## src/sv/lcsd_pkg.sv

```systemverilog
// ----------------------------------------------------------------------------
// lcsd_pkg: shared definitions for the calibration status deframer
// Holds the store geometry, the marker text, the record byte layout and the
// command and status bundles between the controller and the datapath.
// ----------------------------------------------------------------------------
`default_nettype none

package lcsd_pkg;

    localparam int LASER_COUNT     = 64;
    localparam int SLOT_BYTES      = 64;
    localparam int STORE_DEPTH     = 4096;
    localparam int MARKER_LEN      = 5;
    localparam int MARKER_DISTANCE = 65 * 64;
    // Offset of the last marker byte from the previous marker start on a hit.
    localparam int HIT_OFFSET      = MARKER_DISTANCE + MARKER_LEN - 1;

    localparam int ADDR_W     = $clog2(STORE_DEPTH);
    localparam int SLOT_SHIFT = $clog2(SLOT_BYTES);
    localparam int LASER_W    = (LASER_COUNT > 1) ? $clog2(LASER_COUNT) : 1;
    localparam int OFF_W      = 32;
    localparam int PROG_W     = 3;

    // Each record gathers three runs of seven bytes from its slot.
    localparam int RUN_BYTES  = 7;
    localparam int REC_BYTES  = 3 * RUN_BYTES;
    localparam int STEP_W     = $clog2(REC_BYTES);
    localparam int RUN_A_BASE = 16;
    localparam int RUN_B_BASE = 32;
    localparam int RUN_C_BASE = 48;

    typedef struct packed {
        logic [7:0]  ring_id;
        logic [15:0] vertical_angle;
        logic [15:0] rotation_angle;
        logic [15:0] distance_offset;
        logic [15:0] distance_offset_x;
        logic [15:0] distance_offset_y;
        logic [15:0] vertical_offset;
        logic [15:0] horizontal_offset;
        logic [15:0] focal_range;
        logic [15:0] focal_gradient;
        logic [15:0] intensity_limits;
        logic        last_record;
    } t_record;

    typedef struct packed {
        logic take_byte;  // a status byte transaction completes this cycle
        logic read_step;  // issue the next store read of the current record
        logic load;       // move the assembled record into the output register
    } t_cmd;

    typedef struct packed {
        logic table_hit;  // the incoming byte closes a marker at the right distance
        logic step_last;  // the read being issued is the record's last
        logic laser_last; // the record being assembled is the table's last
        logic out_free;   // the output register can take a record this cycle
    } t_status;

    function automatic logic [7:0] marker_byte(input logic [PROG_W-1:0] idx);
        logic [7:0] b;
        case (idx)
            3'd0:    b = 8'd85;  // U
            3'd1:    b = 8'd78;  // N
            3'd2:    b = 8'd73;  // I
            3'd3:    b = 8'd84;  // T
            3'd4:    b = 8'd35;  // #
            default: b = 8'd0;
        endcase
        return b;
    endfunction

    // Byte offset within a slot of the k-th gathered record byte.
    function automatic logic [SLOT_SHIFT-1:0] slot_offset(input logic [STEP_W-1:0] k);
        logic [SLOT_SHIFT-1:0] off;
        if (k < STEP_W'(RUN_BYTES)) begin
            off = SLOT_SHIFT'(RUN_A_BASE) + SLOT_SHIFT'(k);
        end else if (k < STEP_W'(2 * RUN_BYTES)) begin
            off = SLOT_SHIFT'(RUN_B_BASE) + SLOT_SHIFT'(k - STEP_W'(RUN_BYTES));
        end else begin
            off = SLOT_SHIFT'(RUN_C_BASE) + SLOT_SHIFT'(k - STEP_W'(2 * RUN_BYTES));
        end
        return off;
    endfunction

endpackage

`default_nettype wire

```

## src/sv/lcsd_ctrl.sv

```systemverilog
// ----------------------------------------------------------------------------
// lcsd_ctrl: sequencing of the calibration status deframer
// Runs the byte search, the per-record store reads and the record hand-off.
// ----------------------------------------------------------------------------
`default_nettype none

module lcsd_ctrl
    import lcsd_pkg::*;
(
    input  wire logic    i_clk,
    input  wire logic    i_rst_n,
    input  wire logic    i_valid,
    output logic         o_ready,
    input  wire t_status i_sts,
    output t_cmd         o_cmd
);

    localparam logic [2:0] S_RUN   = 3'd0;
    localparam logic [2:0] S_READ  = 3'd1;
    localparam logic [2:0] S_DRAIN = 3'd2;
    localparam logic [2:0] S_LOAD  = 3'd3;
    localparam logic [2:0] S_DONE  = 3'd4;

    logic [2:0] r_state;
    logic [2:0] n_state;

    always_comb begin
        n_state        = r_state;
        o_ready        = 1'b0;
        o_cmd          = '0;
        case (r_state)
            S_RUN: begin
                o_ready        = 1'b1;
                o_cmd.take_byte = i_valid;
                if (i_valid && i_sts.table_hit) begin
                    n_state = S_READ;
                end
            end
            S_READ: begin
                o_cmd.read_step = 1'b1;
                if (i_sts.step_last) begin
                    n_state = S_DRAIN;
                end
            end
            S_DRAIN: begin
                n_state = S_LOAD;
            end
            S_LOAD: begin
                if (i_sts.out_free) begin
                    o_cmd.load = 1'b1;
                    n_state    = i_sts.laser_last ? S_DONE : S_READ;
                end
            end
            S_DONE: begin
                // Table delivered: bytes are still taken but have no effect.
                o_ready = 1'b1;
            end
            default: begin
                n_state = S_RUN;
            end
        endcase
    end

    always_ff @(posedge i_clk) begin
        if (!i_rst_n) begin
            r_state <= S_RUN;
        end else begin
            r_state <= n_state;
        end
    end

endmodule

`default_nettype wire

```

## config.mk

```make
export PLATFORM = sky130hd
export DESIGN_NAME = lcsd_ctrl
export DESIGN_NICKNAME = d
export VERILOG_FILES = /design/src/sv/lcsd_pkg.sv /design/src/sv/lcsd_ctrl.sv
export SDC_FILE = /design/constraint.sdc
export NUM_CORES = 1
export LEC_CHECK = 0
export ABC_CLOCK_PERIOD_IN_PS = 950
export BUFFER_PORTS_ARGS = -buffer_cell sky130_fd_sc_hd__buf_2
export CELL_PAD_IN_SITES_DETAIL_PLACEMENT = 0
export CELL_PAD_IN_SITES_GLOBAL_PLACEMENT = 1
export CORE_AREA = 2 2 39 41
export CTS_CLUSTER_DIAMETER = 200
export DETAILED_ROUTE_END_ITERATION = 12
export DIE_AREA = 0 0 41 43
export MAX_ROUTING_LAYER = met4
export PLACE_DENSITY = 0.41
export SLEW_MARGIN = 20
export SYNTH_ARGS = -nofsm -noshare
export SYNTH_HDL_FRONTEND = slang
export SYNTH_SLANG_ARGS = --single-unit
```

## constraint.sdc

```tcl
create_clock -name i_clk -period 0.95 [get_ports i_clk]
set_clock_uncertainty 0.1 [all_clocks]
set_input_delay 0.1425 -clock i_clk [delete_from_list [all_inputs] [get_ports i_clk]]
set_output_delay 0.1425 -clock i_clk [all_outputs]
set_load 0.02 [all_outputs]
```

==> run summary <==
GLOBAL ROUTING
------------------------------------------------------------------------------------------------------
Antenna violations before repair                                                                     0
Global routing usage on met2                                                                     12.2%
Most congested layer reported by global routing                                                   met2
Via count of the first global-routing pass                                                         237
Overall track demand over capacity in global routing                                             8.92%
Met1 routing resource usage after global routing                                                 9.55%
GR Overflow Total                                                                                    0
Global Route met3 Usage                                                                          4.71%
First-pass GRT wire length                                                                      972 um
Largest net degree at the start of global routing                                                    8

FLOORPLAN
------------------------------------------------------------------------------------------------------
Initial Utilization                                                                              14.1%
Cell Rows                                                                                           14
Y dimension of the die                                                                           43 um
Std-Cell Core Area                                                                          1380 sq um
Area enclosed by the die boundary                                                           1760 sq um
Number of top-level pins                                                                            11
Horizontal extent of the die                                                                     41 um

FINAL LAYOUT
------------------------------------------------------------------------------------------------------
Multi-input logic area                                                                       156 sq um
Share of cells above drive strength 1                                                            84.6%
Antenna cell count                                                                                   0
Fillers                                                                                            157
Combined flip-flop and latch cell area                                                      68.8 sq um
Flip-flop count of the largest register after layout                                                 3
Largest regs                                                                                r_state x3
Syn-to-layout area delta                                                                          115%
Final Instance Area                                                                          419 sq um
Most flop-heavy register                                                                       r_state
Count of nets after finishing                                                                       47

SETUP PATH
------------------------------------------------------------------------------------------------------
Required time of the critical path                                                              710 ps
Kind of start point of the critical path                                                     flip-flop
CP endpoint kind                                                                            output pin
Internal reg-to-reg setup slack                                                                -200 ps
Critical path buffers and inverters                                                                  2
Critical path start-end classification                                                    flip-flop to output pin
Worst path max stage delay                                                                      320 ps
Maximum fanout count along the critical path                                                         3
Critical Path AT                                                                               1100 ps
Cell-by-cell listing of the critical path                                                 buf_6 -> nor4b_4 -> buf_4
CP delay by family, top                                                                     flip-flops
Slowest stage cell, crit path                                                                  dfxtp_2

CLOCK NETWORK
------------------------------------------------------------------------------------------------------
Number of buffers inserted during clock tree synthesis                                               3
Hold buffer count at cts                                                                             0
Clock tree root driver cell                                                                   clkbuf_4
TritonCTS sink count                                                                                 3
Clock latency of the later-clocked register in the worst-skew pair                              230 ps
Clock transition at the register clock pins on the worst setup and hold paths after CTS          40 ps
Number of H-tree levels                                                                              1
TritonCTS clock tree                                                                               yes
Clock Path Buffers                                                                                   2

STA
------------------------------------------------------------------------------------------------------
Final setup margin                                                                             -389 ps
Time the final worst path needs with I/O delays and setup                                      1340 ps
Portion of the clock cycle consumed by the worst path in the final layout                         141%
Number of endpoints failing setup at the final stage                                                 6
Slew at the pin closest to its max-slew limit                                                   294 ps
Highest attainable clock frequency                                                             747 MHz
Relative max-transition margin                                                                   80.3%
Tightest hold margin                                                                           61.2 ps
Final Hold Vio Count                                                                                 0
RSZ-0062 raised after global routing                                                               yes
Max Slew Vio Count                                                                                   0

OUTCOME
------------------------------------------------------------------------------------------------------
Violated checks                                                                           negative setup slack
Status                                                                                    finished, violations left

PLACE
------------------------------------------------------------------------------------------------------
Dpl cell area                                                                                320 sq um
Final weighted congestion of routability-driven global placement                                 0.728
HPWL after detailed placement                                                                   415 um
IO buf count                                                                                        10

DRT
------------------------------------------------------------------------------------------------------
Detailed-route wire length per cell                                                            10.3 um
Post-detailed-route via-to-cell ratio                                                             4.15
Vias                                                                                               228
Residual DRC                                                                                         0
Wirelength, routed                                                                              566 um
Number of antenna-violating nets in the routed design                                                0
Length of the first detailed-routing pass in iterations                                              1
DR iter-0 viols                                                                                      0

LOGIC SYNTHESIS
------------------------------------------------------------------------------------------------------
Average footprint of a synthesized cell                                                     10.3 sq um
Post-Syn Area                                                                                195 sq um
Number of different library cells in the post-synthesis netlist                                     16
Number of instances in the synthesized netlist                                                      19
Post-Syn Nets                                                                                       26
Number of storage elements in the synthesis netlist                                                  3
Warning count from the yosys run                                                                     0
Part of the Yosys area used for sequential elements                                              30.8%

POWER AND IR DROP
------------------------------------------------------------------------------------------------------
Cell area power density                                                                   1310 nW/um^2
Max IR drop VDD                                                                             0.000528 V
Total power consumption of the routed design                                                  0.550 mW
Static leakage power                                                                          0.192 nW

RUN
------------------------------------------------------------------------------------------------------
Max-cap violation count                                                                              0

WORST HOLD PATH
------------------------------------------------------------------------------------------------------
Type of the tightest min-delay check                                                      primary input to flip-flop

==> synthesized netlist by cell type, drive strengths merged <==
master  count  area, sq um
dfxtp       3         60.1
and3b       2         18.8
buf         2         22.5
a211oi      1         7.51
a21oi       1         5.00
a311oi      1         8.76
a32o        1         10.0
and2        1         6.26
and3        1         6.26
and4        1         11.3
nand2b      1         6.26
nor2        1         3.75
nor3b       1         7.51
nor4        1         12.5
nor4b       1         8.76
==> timing repair <==
item,in CTS,in global routing
setup buffers,1,2
resized for setup,14,0
pin swaps,5,1
hold endpoints to repair,0,0
setup endpoints to repair,7,7
==> area by class of cell <==
cell class              count  area share, %
multi-input cells          14           37.3
clock buffers               4           6.27
flip-flops and latches      3           16.4
repair buffers             18           35.2
well taps                  16           4.78
==> worst register-to-register path: stages (launching register included) <==
cell and delay [ps]:
dfxtp_2 340, buf_4 120, buf_6 100, nor2_4 30, buf_4 120, a32o_1 230
==> through the flow <==
stage / cells / util (%) / TNS [ps] / worst slack (ps)
CTS: 53 / 29.2 / -1670 / -398
global route: 55 / 30.3 / -2010 / -443
floorplan: 19 / - / -285 / -101
finish: 55 / 30.3 / -1670 / -389
detailed placement: 48 / 23.1 / -760 / -216
global placement: 48 / 23.1 / -757 / -198
==> cell families (layout without fill, tap and decap cells) <==
group	count (synthesis)	after routing	synth area share, %
buf+inv	2	22	11.5
simple gates	10	10	41.7
flops	3	3	30.8
compound gates	4	4	16.0
==> per-layer routing <==
metal	vias to the layer above	routed length [um]
met5	-	0
met4	0	14
met3	2	34
met2	8	269
met1	101	247
li1	117	-
==> worst paths after layout <==
check        cells after the start               startpoint                 endpoint
max                              3  r_state[0]$_SDFFE_PN0P_                 o_cmd[2]
min                              2                 i_sts[0]  r_state[1]$_SDFFE_PN0P_
max reg2reg                      5  r_state[0]$_SDFFE_PN0P_  r_state[2]$_SDFFE_PN0P_
min reg2reg                      1  r_state[2]$_SDFFE_PN0P_  r_state[2]$_SDFFE_PN0P_
==> power by group <==
group          internal [mW]  total [mW]  switching [mW]  leakage, nW
combinational          0.106       0.184          0.0776        0.151
sequential             0.133       0.145          0.0118       0.0264
clock                  0.157       0.222          0.0644       0.0150
total                  0.396       0.550           0.154        0.192
==> cells in the final DEF, fill, tap and decap left out <==
master / instances
buf_4: 7
buf_2: 6
buf_6: 4
clkbuf_4: 3
dfxtp_4: 2
nor3b_2: 1
nor2_4: 1
and3b_1: 1
and2_4: 1
nor4b_4: 1
and3_1: 1
a32o_1: 1
nand2b_4: 1
a211oi_1: 1
and4_4: 1
and3b_2: 1
nor4_2: 1
a21oi_1: 1
a311oi_2: 1
clkbuf_1: 1
buf_12: 1
dfxtp_2: 1
No activity file was read; power rests on OpenSTA's default activity.
